[config.mk]
export PLATFORM = sky130hd
export DESIGN_NAME = sdo_expedited_client
export DESIGN_NICKNAME = d
export VERILOG_FILES = /design/src/hw/rtl/sdoc_pkg.sv /design/src/hw/rtl/sdoc_core.sv /design/src/hw/rtl/sdoc_resq.sv /design/src/hw/rtl/sdo_expedited_client.sv
export SDC_FILE = /design/constraint.sdc
export NUM_CORES = 1
export LEC_CHECK = 0
export BUFFER_PORTS_ARGS = -buffer_cell sky130_fd_sc_hd__clkbuf_2
export CAP_MARGIN = 20
export CORE_ASPECT_RATIO = 0.8
export CORE_MARGIN = 2
export CORE_UTILIZATION = 40
export DETAILED_ROUTE_END_ITERATION = 6
export MAX_ROUTING_LAYER = met4
export REMOVE_ABC_BUFFERS = 1
export SETUP_SLACK_MARGIN = 0.15
export SYNTH_ARGS = -nofsm -noshare
export SYNTH_HDL_FRONTEND = slang
export SYNTH_SLANG_ARGS = --single-unit
[constraint.sdc]
create_clock -name clk -period 22.6 [get_ports clk]
set_input_delay 2.26 -clock clk [delete_from_list [all_inputs] [get_ports clk]]
set_output_delay 2.26 -clock clk [all_outputs]
set_load 0.03 [all_outputs]
[src/hw/rtl/sdoc_pkg.sv]
// Shared types, codes and constants of the expedited SDO client.
`timescale 1ns / 1ps
package sdoc_pkg;

  typedef enum logic [1:0] {
    ACT_WRITE = 2'd0,
    ACT_READ  = 2'd1,
    ACT_FRAME = 2'd2,
    ACT_TICK  = 2'd3
  } action_t;

  typedef enum logic [2:0] {
    ST_OK         = 3'd0,
    ST_PARAM      = 3'd1,
    ST_TIMEOUT    = 3'd2,
    ST_ABORT      = 3'd3,
    ST_UNEXPECTED = 3'd4
  } status_t;

  typedef enum logic {
    KIND_FRAME = 1'b0,
    KIND_DONE  = 1'b1
  } kind_t;

  localparam logic [10:0] SDO_RX_BASE     = 11'h600;
  localparam logic [10:0] SDO_TX_BASE     = 11'h580;
  localparam logic [7:0]  CMD_UPLOAD_REQ  = 8'h40;
  localparam logic [7:0]  CMD_DOWNLOAD_OK = 8'h60;
  localparam logic [7:0]  CMD_ABORT       = 8'h80;
  localparam logic [7:0]  CMD_CLASS_MASK  = 8'hE0;
  localparam logic [7:0]  CMD_DL_1        = 8'h2F;
  localparam logic [7:0]  CMD_DL_2        = 8'h2B;
  localparam logic [7:0]  CMD_DL_3        = 8'h27;
  localparam logic [7:0]  CMD_DL_4        = 8'h23;
  localparam logic [7:0]  NODE_MAX        = 8'd127;

  // Depth of the result queue; a power of two so that its pointers wrap on their own.
  localparam int unsigned RESQ_DEPTH = 4;

  typedef struct packed {
    action_t      action;
    logic [7:0]   node;
    logic [15:0]  od_index;
    logic [7:0]   od_subindex;
    logic [31:0]  write_value;
    logic [2:0]   write_size;
    logic [15:0]  timeout_ticks;
    logic [10:0]  rx_id;
    logic [63:0]  rx_data;
  } item_t;

  typedef struct packed {
    kind_t        kind;
    logic [10:0]  tx_id;
    logic [63:0]  tx_data;
    status_t      status;
    logic [31:0]  read_value;
  } result_t;

  // Download command byte for a given size; zero marks an illegal size.
  function automatic logic [7:0] size_command(input logic [2:0] size);
    logic [7:0] cmd;
    unique case (size)
      3'd1:    cmd = CMD_DL_1;
      3'd2:    cmd = CMD_DL_2;
      3'd3:    cmd = CMD_DL_3;
      3'd4:    cmd = CMD_DL_4;
      default: cmd = 8'h00;
    endcase
    return cmd;
  endfunction

endpackage

[src/hw/rtl/sdoc_core.sv]
// Transfer state and the decode of one item into up to two results.
`timescale 1ns / 1ps
module sdoc_core (
  input  logic              clk,
  input  logic              rst_n,
  input  logic              fire,
  input  sdoc_pkg::item_t   item,
  output logic [1:0]        res_cnt,
  output sdoc_pkg::result_t res0,
  output sdoc_pkg::result_t res1
);
  import sdoc_pkg::*;

  logic        waiting_r, waiting_nxt;
  logic        is_read_r, is_read_nxt;
  logic [6:0]  peer_node_r, peer_node_nxt;
  logic [15:0] elapsed_r, elapsed_nxt;
  logic [15:0] limit_r, limit_nxt;

  logic        rd;
  logic [7:0]  cmd;
  logic        req_ok;
  logic [7:0]  b0;
  logic [63:0] frame;

  always_comb begin
    rd      = (item.action == ACT_READ);
    cmd     = rd ? CMD_UPLOAD_REQ : size_command(item.write_size);
    req_ok  = (item.node != 8'd0) && (item.node <= NODE_MAX) && (cmd != 8'h00);
    b0      = item.rx_data[7:0];
    frame   = {rd ? 32'd0 : item.write_value, item.od_subindex, item.od_index, cmd};
  end

  always_comb begin
    waiting_nxt   = waiting_r;
    is_read_nxt   = is_read_r;
    peer_node_nxt = peer_node_r;
    elapsed_nxt   = elapsed_r;
    limit_nxt     = limit_r;
    res_cnt       = 2'd0;
    res0          = '0;
    res1          = '0;
    res0.kind     = KIND_DONE;
    res1.kind     = KIND_DONE;
    unique case (item.action)
      ACT_WRITE, ACT_READ: begin
        if (!waiting_r) begin
          res_cnt = 2'd1;
          if (!req_ok) begin
            res0.status = ST_PARAM;
          end else begin
            res0.kind    = KIND_FRAME;
            res0.tx_id   = SDO_RX_BASE + {3'b000, item.node};
            res0.tx_data = frame;
            if (item.timeout_ticks == 16'd0) begin
              res_cnt     = 2'd2;
              res1.status = ST_TIMEOUT;
            end else begin
              waiting_nxt   = 1'b1;
              is_read_nxt   = rd;
              peer_node_nxt = item.node[6:0];
              elapsed_nxt   = 16'd0;
              limit_nxt     = item.timeout_ticks;
            end
          end
        end
      end
      ACT_FRAME: begin
        if (waiting_r && (item.rx_id == SDO_TX_BASE + {4'b0000, peer_node_r})) begin
          waiting_nxt = 1'b0;
          res_cnt     = 2'd1;
          if (b0 == CMD_ABORT) begin
            res0.status = ST_ABORT;
          end else if (!is_read_r) begin
            res0.status = (b0 == CMD_DOWNLOAD_OK) ? ST_OK : ST_UNEXPECTED;
          end else if ((b0 & CMD_CLASS_MASK) != CMD_UPLOAD_REQ) begin
            res0.status = ST_UNEXPECTED;
          end else begin
            res0.status     = ST_OK;
            res0.read_value = item.rx_data[63:32];
          end
        end
      end
      ACT_TICK: begin
        if (waiting_r) begin
          // The counter saturates so a long wait never wraps around.
          elapsed_nxt = (elapsed_r == 16'hFFFF) ? elapsed_r : elapsed_r + 16'd1;
          if (elapsed_nxt >= limit_r) begin
            waiting_nxt = 1'b0;
            res_cnt     = 2'd1;
            res0.status = ST_TIMEOUT;
          end
        end
      end
      default: begin
        res_cnt = 2'd0;
      end
    endcase
  end

  always_ff @(posedge clk) begin
    if (!rst_n) begin
      waiting_r   <= 1'b0;
      is_read_r   <= 1'b0;
      peer_node_r <= 7'd0;
      elapsed_r   <= 16'd0;
      limit_r     <= 16'd0;
    end else if (fire) begin
      waiting_r   <= waiting_nxt;
      is_read_r   <= is_read_nxt;
      peer_node_r <= peer_node_nxt;
      elapsed_r   <= elapsed_nxt;
      limit_r     <= limit_nxt;
    end
  end

endmodule

[src/hw/rtl/sdoc_resq.sv]
// Small result queue that takes up to two results per cycle and hands out one while not stalled.
`timescale 1ns / 1ps
module sdoc_resq #(
  parameter int unsigned DEPTH = sdoc_pkg::RESQ_DEPTH
) (
  input  logic              clk,
  input  logic              rst_n,
  input  logic [1:0]        push_cnt,
  input  sdoc_pkg::result_t push0,
  input  sdoc_pkg::result_t push1,
  output logic              room2,
  output logic              out_valid,
  input  logic              out_stall,
  output sdoc_pkg::result_t head
);
  import sdoc_pkg::*;

  localparam int unsigned PW = $clog2(DEPTH);
  localparam int unsigned CW = $clog2(DEPTH + 1);

  result_t       mem [DEPTH];
  logic [PW-1:0] wr_ptr_r, rd_ptr_r;
  logic [CW-1:0] count_r, count_nxt;
  logic          pop;
  logic [PW-1:0] wr_ptr_p1;

  assign pop       = out_valid && !out_stall;
  assign out_valid = (count_r != '0);
  assign head      = mem[rd_ptr_r];
  // Room for the largest burst one item can cause.
  assign room2     = (count_r <= CW'(DEPTH - 2));
  assign wr_ptr_p1 = wr_ptr_r + PW'(1);

  always_comb begin
    count_nxt = count_r + CW'(push_cnt) - CW'(pop);
  end

  always_ff @(posedge clk) begin
    if (push_cnt != 2'd0) begin
      mem[wr_ptr_r] <= push0;
    end
    if (push_cnt == 2'd2) begin
      mem[wr_ptr_p1] <= push1;
    end
  end

  always_ff @(posedge clk) begin
    if (!rst_n) begin
      wr_ptr_r <= '0;
      rd_ptr_r <= '0;
      count_r  <= '0;
    end else begin
      wr_ptr_r <= wr_ptr_r + PW'(push_cnt);
      rd_ptr_r <= rd_ptr_r + PW'(pop);
      count_r  <= count_nxt;
    end
  end

endmodule

[src/hw/rtl/sdo_expedited_client.sv]
// Top level of the expedited SDO client: input register, decode core, result queue.
//
//   Channel  Direction  Handshake          Moves
//   in_*     input      in_valid/in_stall  one request, received frame or tick
//   out_*    output     out_valid/out_stall one request frame or one completion
//
// An item is taken into the input register and decoded from there; while the queue
// has room, its results (none, one or two) enter a four-entry result queue. The block
// takes one item per cycle; it stalls the input only while the queue lacks room
// for two results. A queued result is shown for transfer once it reaches the head.
// Reset (rst_n low at a clock edge) returns the client to idle and empties the queue.
// A stalled output holds its result; results leave in the order they were made.
`timescale 1ns / 1ps
module sdo_expedited_client #(
  parameter int unsigned RESQ_DEPTH = sdoc_pkg::RESQ_DEPTH
) (
  input  logic        clk,
  input  logic        rst_n,
  input  logic        in_valid,
  output logic        in_stall,
  input  logic [1:0]  in_action,
  input  logic [7:0]  in_node,
  input  logic [15:0] in_od_index,
  input  logic [7:0]  in_od_subindex,
  input  logic [31:0] in_write_value,
  input  logic [2:0]  in_write_size,
  input  logic [15:0] in_timeout_ticks,
  input  logic [10:0] in_rx_id,
  input  logic [63:0] in_rx_data,
  output logic        out_valid,
  input  logic        out_stall,
  output logic        out_kind,
  output logic [10:0] out_tx_id,
  output logic [63:0] out_tx_data,
  output logic [2:0]  out_status,
  output logic [31:0] out_read_value
);
  import sdoc_pkg::*;

  // Input register stage.
  logic    s1_valid_r;
  item_t   s1_item_r;
  logic    q_room;
  logic    advance;

  logic [1:0] res_cnt;
  result_t    res0, res1;
  result_t    head;

  // The registered item moves on when the queue can absorb a two-result burst.
  assign advance  = s1_valid_r && q_room;
  assign in_stall = s1_valid_r && !q_room;

  always_ff @(posedge clk) begin
    if (!rst_n) begin
      s1_valid_r <= 1'b0;
    end else if (!in_stall) begin
      s1_valid_r <= in_valid;
    end
  end

  // Payload needs no reset; it is only loaded on a transfer.
  always_ff @(posedge clk) begin
    if (in_valid && !in_stall) begin
      s1_item_r <= '{action:        action_t'(in_action),
                     node:          in_node,
                     od_index:      in_od_index,
                     od_subindex:   in_od_subindex,
                     write_value:   in_write_value,
                     write_size:    in_write_size,
                     timeout_ticks: in_timeout_ticks,
                     rx_id:         in_rx_id,
                     rx_data:       in_rx_data};
    end
  end

  sdoc_core u_core (
    .clk     (clk),
    .rst_n   (rst_n),
    .fire    (advance),
    .item    (s1_item_r),
    .res_cnt (res_cnt),
    .res0    (res0),
    .res1    (res1)
  );

  sdoc_resq #(
    .DEPTH (RESQ_DEPTH)
  ) u_resq (
    .clk       (clk),
    .rst_n     (rst_n),
    .push_cnt  (advance ? res_cnt : 2'd0),
    .push0     (res0),
    .push1     (res1),
    .room2     (q_room),
    .out_valid (out_valid),
    .out_stall (out_stall),
    .head      (head)
  );

  assign out_kind       = head.kind;
  assign out_tx_id      = head.tx_id;
  assign out_tx_data    = head.tx_data;
  assign out_status     = head.status;
  assign out_read_value = head.read_value;

endmodule

* Yosys cells after proc, flatten, opt, wreduce, memory -nomap -nowiden
Memories as Yosys holds them, arrays and structs flattened. A register that Yosys moved wholly into a read port is not among the register bits.
Cells that the tools add are included.
** Storage, ports and cells
- Bits in registers :: 209
- Latch bits :: 0
- Memory bits (writable) :: 444
- ROM bits :: 0
- Input bits :: 164
- Output and inout bits :: 113
- Logic and storage cells :: 120
- Memories kept :: 1
** Memories
- u_resq.mem :: depth 4, bits a word 111, rd ports 1, clocked after Yosys merged registers in 1, write ports 2, line sdoc_resq.sv:21 : result_t mem [DEPTH];
** Cells by class
- Add/sub/neg operators :: 8
- $mul :: 0
- Div/mod/pow operators :: 0
- Magnitude comparators :: 3
- Equal/unequal tests :: 18
- Shift operators :: 0
- Muxes and demuxes :: 49
- Bitwise logic cells :: 2
- Reductions and logical operators :: 21
** Operator list (count)
- two-way mux 32 bit :: 5
- two-way mux 76 bit :: 2
- two-way mux 16 bit :: 5
- two-way mux 79 bit :: 1
- two-way mux 35 bit :: 1
- case mux 16 bit (2 select lines) :: 1
- two-way mux 3 bit :: 8
- case mux 6 bit (4 select lines) :: 1
- adder 16 x 1 -> 16 bit (second input constant) :: 1
- == test 16 bit (second input constant) :: 1
- >= comparator 16 bit :: 1
- logical NOT 16 bit :: 1
- two-way mux 2 bit :: 8
- nonzero test 8 bit :: 2
- two-way mux 1 bit :: 13
- adder 10 x 9 -> 11 bit (first input constant) :: 1
- adder 11 x 7 -> 11 bit (first input constant) :: 1
- == test 11 bit :: 1
- case mux 3 bit (3 select lines) :: 1
- == test 8 x 7 -> 1 bit (second input constant) :: 1
- == test 8 bit (second input constant) :: 1
- <= comparator 8 x 7 -> 1 bit (second input constant) :: 1
- logical AND 1 bit :: 7
- two-way mux 7 bit :: 1
- other kinds (25) :: 35

* Depth between registers and ports, before layout
Gate-level depths: netlist of run 1.
- Depth after elaboration :: 12
- Depth in mapped cells :: 21
- Gate-level depth less buffers :: 18

* By module
Synthesis of run 1 repeated with hierarchy kept, for this count alone.
** Second synthesis, totals
- Cell total of the unflattened synthesis :: 1845
- Area, all modules :: 30928.4 um2
** Modules (own cells, without submodules)
- sdoc_resq :: times used 1, cells an instance 1122, area an instance 21725.8 um2, sequential area each 13472.9 um2
- sdo_expedited_client :: times used 1, cells an instance 167, area an instance 4870.9 um2, sequential area each 4824.6 um2
- sdoc_core :: times used 1, cells an instance 556, area an instance 4331.7 um2, sequential area each 820.8 um2

* Least setup slack after synthesis of run 1
Ideal clock, no wire load.
- Kind :: input port to flip-flop
- Start point :: in in_valid
- End point :: reg s1_item_r[0] (netlist name), enable pin
- Library setup time :: 0.646 ns
- Data arrival time :: 8.150 ns
- Required time :: 21.954 ns
- Slack :: 13.804 ns
- Stages on the path :: 1
- Buffers on the path :: 0
- Path through :: nor2b_1
** On the way
- Cells in the longest elaborated chain, start to end :: 1
** RTL lines
- from (decl) :: line sdo_expedited_client.sv:19 : input logic in_valid,
- logical AND 1 bit :: line sdo_expedited_client.sv:64 : if (in_valid && !in_stall) begin
- to (signal assigned) :: line sdo_expedited_client.sv:65 : s1_item_r <= '{action: action_t'(in_action),
- to (decl) :: line sdo_expedited_client.sv:42 : item_t s1_item_r;
No other way between the ends.
A chain may end at the register's enable or synchronous reset.

==> run metrics, run 1 <==
r2r endpoint u_resq.mem[1][33]; Final GP Congestion 0.849; CP Capture Type flip-flop; area grow syn2layout 15.7%; CTS buffer count 61; min-delay worst type reg -> reg; setup bufs post-CTS 0; DIE AREA around 65000 µm²; Leak Pwr 11.6 nW; first-pass GRT wire length 117000 µm; warnings from Yosys 0; max_cap viols 0; clock tree buffer depth 3; final setup skew 0.0222 ns; Critical Path RT 22.93 ns; Rel. slew slack 23.2%; CP max FO 55; layout cells sized above 1 20.7%; Root Driver clkbuf_16; worst path arrival time ~6.8 ns; antenna violations before repair 3; Worst R2R Setup Slack 16.15 ns; post-CTS sizing 0; number of synthesized flops with an enable pin 140; pin count of the biggest net entering global routing 107; worst r2r path cells 13; core area ~62000 µm²; via count 19600; WL final approximately 77000 µm; Die X 285 µm; Netlist cell types 63; status completed; Via density roughly 5.8; total power 2.70 mW; startpoint types flip-flop; critical path, cell by cell nand4_1 -> nor4_1 -> nand2b_1 -> xnor2_1 -> ha_1 -> nand2b_1 -> a2111oi_2 -> o32ai_2 -> o21ai_4 -> buf_4 -> and2_4 -> buf_4 -> o21ai_0; Final setup viols 0; count of input and output buffers 249; # IOs 277; Fin Setup TNS 0 ns; hold_buf cts 0; Mean Syn Cell Area 10.8 µm²; prevailing post-synth register cell dfxtp_1; grt ovf 0; final critical-path required period 6.45 ns; Hold Crit Depth 2; post-synth top area share between 30% and 40%; Initial Util between 40% and 50%; Final WS setup 16.15 ns; clk slew on worst S/H paths 0.06 ns; clk_lat worst skew between 0.6 and 0.7 ns; GRT Total Usage 23.8%; Yosys top cell by area dfxtp_1; Worst-Margin Slew roughly 1.2 ns; fin util 46.6%; RSZ-0062 raised after global routing no; Final #Nets 2652; H-tree depth 2; post-synthesis async set-or-reset flop share 0%; Final Max Tran Viols 0; slowest stage delay, CP 0.93 ns; list of most frequent post-synthesis cells nand2_1 (467), dfxtp_1 (465), nand4_1 (214), mux2i_1 (198), o21ai_0 (155); die height approximately 230 µm; DP HPWL 42000 µm; worst min-delay path startpoint u_resq.mem[3][83]; post-synthesis register bit count a little over 600; vias in the first global route 20100; worst reg2reg startpoint u_core.elapsed_r[6]; sequential cell area fraction in the yosys report 53.6%; Max Fclk 0.155 GHz; pwr dens 92.7 nW/µm²; top cells by area, synth dfxtp_1 (37%), edfxtp_1 (17%), mux4_2 (9.4%), mux2i_1 (7.9%), nand2_1 (7.0%); DRC viols 0; Final ANT Viol Nets 0; Syn Inst Count approximately 2300; Critical-path top delay cell and2_4; Critical Path Start u_core.elapsed_r[6]; count leader, synth nand2_1; fin crit share 28.6%; Crit Path Class reg -> reg; 1st-iter DRT viols 1642; synthesized area 25200 µm²; CTS Sinks 605; Peak VDD IR 65.1 µV; CTS tree done; Place WS 16.29 ns; Cell Rows 82; WHS Endpoint u_resq.mem[3][83]; drt wl/cell 23.0 µm; final std cells w/o fill 3360; final hold vios 0; First-pass DRT Iterations 6; cell count after placement 3241
cell families (layout without fill, tap and decap cells):
family / after synthesis / count (layout) / synth area share [%]
adders and majority gates: 23 / 23 / 1.17
DFF: 605 / 605 / 53.6
and+or+nand+nor: 808 / 808 / 15.1
buffers and inverters: 243 / 422 / 4.01
xor gates and xnor gates: 25 / 25 / 0.869
other: 1 / 6 / 0.0149
muxes: 307 / 307 / 17.4
AOI/OAI and AO/OA: 324 / 324 / 7.80
worst max-delay path by stage:
stage / end / slack (ns) / cells past startpoint
3_5_place_dp: u_resq.mem[1][33] / 16.29 / 13
4_1_cts: out_tx_id[5] / 16.16 / 4
2_1_floorplan: s1_item_r[0] / 13.80 / 1
3_3_place_gp: u_resq.mem[1][33] / 16.38 / 13
6_report: u_resq.mem[1][33] / 16.15 / 13
5_1_grt: u_resq.mem[1][33] / 15.73 / 13
power breakdown:
| part | internal [mW] | leakage (nW) | switching [mW] |
|---|---|---|---|
| logic | 0.150 | 5.42 | 0.240 |
| registers | 1.18 | 5.12 | 0.0630 |
| clock network | 0.631 | 1.06 | 0.440 |
| total | 1.96 | 11.6 | 0.742 |
registers in the layout (all words and copies together) (netlist names), 2 cells and up:
name                cells
s1_item_r             136
u_core.elapsed_r       16
u_core.limit_r         16
u_core.peer_node_r      7
u_resq.count_r          3
u_resq.mem            420
u_resq.rd_ptr_r         2
u_resq.wr_ptr_r         2
cells in the final DEF (no fill, tap or decap), types with 6 or more instances in the layout:
master,n
nor3_1,10
nand2_1,463
mux4_2,105
mux2i_1,198
edfxtp_1,140
a21oi_1,45
nand2b_1,6
nor2_1,25
inv_1,28
xor2_1,13
and2_1,9
nand4_1,214
clkinv_2,13
and3_1,13
clkbuf_2,249
clkbuf_1,12
bufinv_16,6
ha_1,22
o21ai_1,8
o31ai_1,76
clkbuf_8,12
buf_4,28
clkbuf_16,65
dfxtp_1,463
o21ai_0,155
a22o_1,6
xnor2_1,12
nor4_1,8
nand3_1,22
critical path: cells and delay by family, from the launching register on:
kind | cells | cell delay [ns]
adders and majority gates | 1 | 0.26
DFF | 1 | 0.48
AOI/OAI and AO/OA | 4 | 1.03
buffers and inverters | 2 | 1.35
and+or+nand+nor | 5 | 2.67
xor gates and xnor gates | 1 | 0.32
layout make-up:
class | instances | area (µm²)
clock inverters | 26 | 302
clock buffers | 89 | 1840
well taps | 840 | 1050
flip-flops and latches | 605 | 13500
inverters | 28 | 105
diodes | 3 | 7.51
repair buffers | 279 | 1500
multi-input cells | 1490 | 10800
fillers | 5676 | 33300
stage by stage:
step / hold slack [ns] / area [µm²]
final: 0.454 / 29100
after global routing: 0.477 / 29100
after CTS: 0.458 / 29100
after detailed placement: 0.448 / 27000
after global placement: 0.441 / 27000
after floorplan: 0.432 / 24300
routing by layer:
layer / vias up / routed length (µm) / track usage, % / share of wire (%)
li1: 8802 / - / - / -
met4: 0 / 2170 / 8.39 / 2.8
met5: - / 0 / - / 0
met2: 885 / 36200 / 37.7 / 47
met1: 9762 / 32700 / 30.6 / 42
met3: 140 / 6240 / 4.58 / 8.1
No activity file was read; power rests on OpenSTA's default activity.
==> inputs of run 2 (changes only) <==
ABC_AREA = 1   (was not set)
clock period = 5.7 ns   (was 22.6 ns; I/O delays follow)
==> run 2 against run 1 <==
  * Setup slack got worse by 15 ns
  * Largest cell class unchanged
  * Sequential share of layout area fell by 2.2 points
  * Clock power rose to 4.0 times the previous value
  * Sequential power rose to 4.7 times the previous value
  * Register-to-register slack got worse by 15 ns
  * Highest routed layer unchanged
  * Count of clock-buffer cells in the layout rose by 16
  * Die area rose by 7.7%
  * Wire length rose by 5.8%
==> run metrics, run 2 <==
Root Driver clkbuf_16 (unchanged); drt wl/cell 17.9 µm (was 23.0 µm); slowest stage delay, CP 0.71 ns (was 0.93 ns); fin crit share 79.5% (was 28.6%); RSZ-0062 raised after global routing no (unchanged); pwr dens 498 nW/µm² (was 92.7 nW/µm²); final setup skew 0.0178 ns (was 0.0222 ns); register bank with the most flops u_resq.mem (unchanged); Critical-path top delay cell nand2_1 (was and2_4); area grow syn2layout 12.7% (was 15.7%); Worst-Margin Slew 1.16 ns (was 1.15 ns); pin count of the biggest net entering global routing 245 (was 107); count of input and output buffers 249 (unchanged); fill count 6871 (was 5676); max reg flops 420 (unchanged); clk_lat worst skew 0.60 ns (was 0.63 ns); Leak Pwr 13.6 nW (was 11.6 nW); DIE AREA 70000 µm² (was 65000 µm²); via count 24300 (was 19600); post-synth top area share 34.3% (was 36.9%); worst reg2reg startpoint u_core.elapsed_r[1] (was u_core.elapsed_r[6]); die height 237 µm (was 228 µm); list of most frequent post-synthesis cells nand2_1 (601), nor2_1 (585), dfxtp_1 (465), a21oi_1 (458), nand3_1 (428) (was nand2_1 (467), dfxtp_1 (465), nand4_1 (214), mux2i_1 (198), o21ai_0 (155)); Cell Rows 85 (was 82); WL final 81800 µm (was 77300 µm); Peak VDD IR 318 µV (was 65.1 µV); Initial Util 40.4% (was 40.3%); final std cells w/o fill 4575 (was 3360); prevailing post-synth register cell dfxtp_1 (unchanged); Final setup viols 0 (unchanged); most common cell after layout, fill and taps aside nand2_1; biggest regs u_resq.mem x420, s1_item_r x136 (unchanged); CTS Sinks 605 (unchanged); worst r2r path cells 25 (was 13); synthesized area 27200 µm² (was 25200 µm²); First-pass DRT Iterations 5 (was 6); layout cells sized above 1 11.2% (was 20.7%); Final GP Congestion 0.824 (was 0.849); post-synthesis register bit count 605 (unchanged); GRT Total Usage 23.7% (was 23.8%); Crit Path Class reg -> reg (unchanged); vias in the first global route 22400 (was 20100); CTS buffer count 66 (was 61); Rel. slew slack 22.4% (was 23.2%); first-pass GRT wire length 128000 µm (was 117000 µm); 1st-iter DRT viols 1829 (was 1642); setup bufs post-CTS 0 (unchanged); Critical Path RT 6.19 ns (was 22.93 ns); clock tree buffer depth 3 (unchanged); Fin Setup TNS 0 ns (unchanged); # IOs 277 (unchanged); top cells by area, synth dfxtp_1 (34%), edfxtp_1 (15%), a21oi_1 (8.4%), nand2_1 (8.3%), nor2_1 (8.1%) (was dfxtp_1 (37%), edfxtp_1 (17%), mux4_2 (9.4%), mux2i_1 (7.9%), nand2_1 (7.0%)); sequential cell area fraction in the yosys report 49.8% (was 53.6%); CP max FO 31 (was 55); Final Max Tran Viols 0 (unchanged); Yosys top cell by area dfxtp_1 (unchanged); Critical Path Start u_core.elapsed_r[1] (was u_core.elapsed_r[6]); most frequent cells in the layout nand2_1 (598), nor2_1 (581), dfxtp_1 (463) (was nand2_1 (463), dfxtp_1 (463), clkbuf_2 (249)); post-synthesis async set-or-reset flop share 0% (unchanged); hold_buf cts 0 (unchanged); DP HPWL 43200 µm (was 42000 µm); crit path to u_resq.mem[3][47] (was u_resq.mem[1][33]); grt ovf 0 (unchanged); Mean Syn Cell Area 7.62 µm² (was 10.8 µm²); Syn Inst Count 3563 (was 2336); final hold vios 0 (unchanged); status completed (unchanged); cell count after placement 4451 (was 3241); worst path arrival time 5.02 ns (was 6.78 ns); Die X 295 µm (was 285 µm); Final #Nets 3794 (was 2652); r2r endpoint u_resq.mem[3][47] (was u_resq.mem[1][33]); post-CTS sizing 0 (unchanged); Max Fclk 0.221 GHz (was 0.155 GHz); Via density 5.31 (was 5.83); core area 67200 µm² (was 62500 µm²); Register Area 13500 µm² (unchanged); Worst path most repeated cell nand2_1; Worst R2R Setup Slack 1.17 ns (was 16.15 ns); CTS tree done (unchanged); Netlist cell types 37 (was 63); H-tree depth 3 (was 2); max_cap viols 0 (unchanged); antenna violations before repair 1 (was 3); DRC viols 0 (unchanged); number of synthesized flops with an enable pin 140 (unchanged); startpoint types flip-flop (unchanged); area of the multi-input gates 11800 µm² (was 10800 µm²); warnings from Yosys 0 (unchanged); final critical-path required period 4.53 ns (was 6.45 ns); min-delay worst type in -> reg (was reg -> reg); clk slew on worst S/H paths 0.06 ns (about the same); Final ANT Viol Nets 0 (unchanged); count leader, synth nand2_1 (unchanged); CP Capture Type flip-flop (unchanged)
[run 2: cell count changes after synthesis, sizes merged, moves of 137 or more]
cell / before / now
nand2: 467 / 604
a21oi: 45 / 458
nor2: 27 / 592
nand3: 24 / 428
nand4: 214 / 43
mux2i: 198 / 0
[run 2: metal layers]
metal  up-vias  GRT usage (%)  part of all wire (%)
met5         -              -                     0
met4         0           7.05                   2.6
met3       125           3.64                   6.4
met2       736           36.1                    44
met1     11300           32.4                    47
li1      12100              -                     -
[run 2: worst min-delay path by stage]
stage / end / slack, ns / startpoint / cells past startpoint
floorplan: u_resq.mem[2][106] / 0.41 / u_resq.mem[2][106] / 2
global placement: u_resq.mem[0][106] / 0.41 / u_resq.mem[0][106] / 2
detailed placement: u_resq.mem[0][106] / 0.42 / u_resq.mem[0][106] / 2
CTS: s1_item_r[142] / 0.11 / in_od_index[8] / 1
global route: s1_item_r[142] / 0.12 / in_od_index[8] / 1
finish: s1_item_r[132] / 0.14 / in_od_subindex[6] / 1
[run 2: where the power goes]
group	switching, mW	leakage, nW	total (mW)	internal (mW)
registers	0.489	5.17	5.79	5.30
clock network	1.76	1.04	4.24	2.48
logic	3.73	7.43	5.19	1.47
[run 2: cell families (layout without fill, tap and decap cells)]
logic type / after synthesis / count (layout) / share of synthesized area (%)
buffers and inverters: 426 / 522 / 7.19
AOI/OAI and AO/OA: 814 / 814 / 15.6
xor gates and xnor gates: 15 / 15 / 0.484
other: 1 / 4 / 0.0138
and+or+nand+nor: 1679 / 1679 / 25.9
DFF: 605 / 605 / 49.8
adders and majority gates: 23 / 23 / 1.09
[run 2: stage by stage]
step           area [µm²]  utilization, %  worst slack, ns  hold WS, ns  power, mW
2_1_floorplan       25600               -            -6.30        0.408       9.51
3_3_place_gp        28500            42.3             1.24        0.415       11.0
3_5_place_dp        28500            42.3             1.20        0.421       11.1
4_1_cts             30600            45.5             1.20        0.108       15.3
5_1_grt             30600            45.5            0.517        0.116       16.1
6_report            30600            45.5             1.17        0.145       15.2
[run 2: layout make-up]
cell class                 instances  area share [%]
inverter                         115            1.45
multi-input combinational       2534            38.5
sequential                       605            44.2
tap                              913            3.73
clock buffer                     105            6.59
timing repair buffer             285            5.18
antenna                            1         0.00818
clock inverter                    17           0.364
[run 2: critical path: cells and delay by family (launching register included)]
kind,cells,cell delay (ns)
buffers and inverters,3,0.73
DFF,1,0.39
adders and majority gates,2,0.52
AOI/OAI and AO/OA,1,0.13
and+or+nand+nor,19,2.65
==> inputs of run 3 (changes only) <==
clock period = 3.9 ns   (was 5.7 ns; I/O delays follow)
==> run 3 against run 2 <==
  * Register-to-register slack got worse by 0.85 ns
  * Non-clock buffer count rose by 183
  * Sequential share of layout area down 2.8 points
  * Flip-flop and latch count is the same
  * Critical path depth is 2 lower
  * Critical path type unchanged
==> run metrics, run 3 (same netlist as run 2, synthesis figures left out) <==
DRC viols 0 (unchanged); GRT Total Usage 24.2% (was 23.7%); worst r2r path cells 23 (was 25); Fin Setup TNS 0 ns (unchanged); Rel. slew slack 12.6% (was 22.4%); core area 67200 µm² (unchanged); Final setup viols 0 (unchanged); worst reg2reg startpoint u_core.elapsed_r[3] (was u_core.elapsed_r[1]); drt wl/cell 17.7 µm (was 17.9 µm); final setup skew 0.0183 ns (was 0.0178 ns); DIE AREA 70000 µm² (unchanged); Via density 5.26 (was 5.31); crit path to u_resq.count_r[1] (was u_resq.mem[3][47]); CTS buffer count 66 (unchanged); grt ovf 0 (unchanged); final critical-path required period 3.58 ns (was 4.53 ns); DP HPWL 44800 µm (was 43200 µm); CP max FO 3 (was 31); CTS Sinks 605 (unchanged); Worst-Margin Slew 1.31 ns (was 1.16 ns); final non-filler cell area 32700 µm² (was 30600 µm²); r2r endpoint u_resq.count_r[1] (was u_resq.mem[3][47]); status completed (unchanged); # IOs 277 (unchanged); worst path arrival time 4.13 ns (was 5.02 ns); H-tree depth 3 (unchanged); clock tree buffer depth 3 (unchanged); die height 237 µm (unchanged); placed cell area 29100 µm² (was 28500 µm²); clk_lat worst skew 0.60 ns (about the same); fill count 6735 (was 6871); Critical Path Start u_core.elapsed_r[3] (was u_core.elapsed_r[1]); Final Max Tran Viols 0 (unchanged); most frequent cells in the layout nand2_1 (594), nor2_1 (575), a21oi_1 (458) (was nand2_1 (598), nor2_1 (581), dfxtp_1 (463)); vias in the first global route 23000 (was 22400); Final GP Congestion 0.841 (was 0.824); Critical Path RT 4.44 ns (was 6.19 ns); Initial Util 40.4% (unchanged); clk slew on worst S/H paths 0.06 ns (about the same); fin util 48.7% (was 45.5%); first-pass GRT wire length 131000 µm (was 128000 µm); Final #Nets 3979 (was 3794); final hold vios 0 (unchanged); CTS tree done (unchanged); CP Capture Type flip-flop (unchanged); Leak Pwr 14.6 nW (was 13.6 nW); max_cap viols 0 (unchanged); biggest regs u_resq.mem x420, s1_item_r x136 (unchanged); cell count after placement 4497 (was 4451); Die X 295 µm (unchanged); final std cells w/o fill 4761 (was 4575); antenna violations before repair 3 (was 1); startpoint types flip-flop (unchanged); register bank with the most flops u_resq.mem (unchanged); area grow syn2layout 20.6% (was 12.7%); max reg flops 420 (unchanged); Max Fclk 0.279 GHz (was 0.221 GHz); min-delay worst type in -> reg (unchanged); fin crit share 91.9% (was 79.5%); Final WS setup 0.317 ns (was 1.17 ns); most common cell after layout, fill and taps aside nand2_1 (unchanged); pin count of the biggest net entering global routing 211 (was 245); RSZ-0062 raised after global routing yes (was no); 1st-iter DRT viols 1864 (was 1829); Place WS 0.0567 ns (was 1.20 ns); Crit Path Class reg -> reg (unchanged); via count 25000 (was 24300); Worst R2R Setup Slack 0.32 ns (was 1.17 ns); worst min-delay path startpoint in_action[0] (was in_od_subindex[6]); Peak VDD IR 692 µV (was 318 µV); total power 22.6 mW (was 15.2 mW); layout cells sized above 1 12.8% (was 11.2%); Hold WS 0.0471 ns (was 0.145 ns); Root Driver clkbuf_16 (unchanged); pwr dens 689 nW/µm² (was 498 nW/µm²); WL final 84200 µm (was 81800 µm); First-pass DRT Iterations 6 (was 5); count of input and output buffers 249 (unchanged); Final ANT Viol Nets 0 (unchanged); Cell Rows 85 (unchanged)
==> run 3: area by class of cell <==
cell class | count | area [µm²] | share of cell area (%)
Inverter | 115 | 444 | 1.36
Antenna cell | 2 | 5.00 | 0.0153
Clock buffer | 94 | 1910 | 5.83
Tap cell | 913 | 1140 | 3.49
Clock inverter | 28 | 200 | 0.611
Sequential cell | 605 | 13500 | 41.3
Timing Repair Buffer | 468 | 3620 | 11.1
Multi-Input combinational cell | 2536 | 11900 | 36.3
==> run 3: power by group <==
| part | internal (mW) | switching, mW | leakage, nW |
|---|---|---|---|
| clock network | 3.50 | 2.67 | 1.04 |
| logic | 2.39 | 5.62 | 8.36 |
| registers | 7.75 | 0.642 | 5.17 |
==> run 3: worst max-delay path, stage by stage, from the launching register on <==
cell and delay (ns):
dfxtp_2 0.35, nand2_1 0.07, inv_2 0.06, nand4_1 0.12, nor2_2 0.19, nand3_2 0.14
nor2_4 0.15, buf_4 0.13, xnor2_1 0.11, nand2_1 0.11, ha_1 0.33, nand2_1 0.05
o21ai_1 0.17, a21oi_1 0.09, nand2_1 0.09, nand2_1 0.07, nand2_1 0.08, nand2_2 0.06
ha_1 0.29, inv_2 0.04, ha_4 0.15, fa_2 0.55, nand2_1 0.05, inv_1 0.07
==> run 3: per-layer routing <==
layer / wire, µm / track usage, %
met3: 4680 / 3.26
met2: 38100 / 37.5
met5: 0 / -
met1: 39500 / 33.4
met4: 1940 / 6.43
==> run 3: timing repair <==
action	4_1_cts	5_1_grt
buffers inserted	0	3
pin swaps	1	11
endpoints found under the setup margin	26	420
resized for setup	5	34
hold buffers	132	1
gates cloned	0	3
endpoints found under the hold margin	132	1
==> run 3: worst min-delay path by stage <==
| stage | cells past startpoint | slack [ns] | to |
|---|---|---|---|
| global route | 1 | 0.02 | s1_item_r[158] |
| CTS | 1 | 0.001 | s1_item_r[61] |
| finish | 1 | 0.05 | s1_item_r[158] |
| detailed placement | 2 | 0.42 | u_resq.mem[2][106] |
| global placement | 2 | 0.42 | u_resq.mem[2][106] |
| floorplan | 2 | 0.41 | u_resq.mem[2][106] |
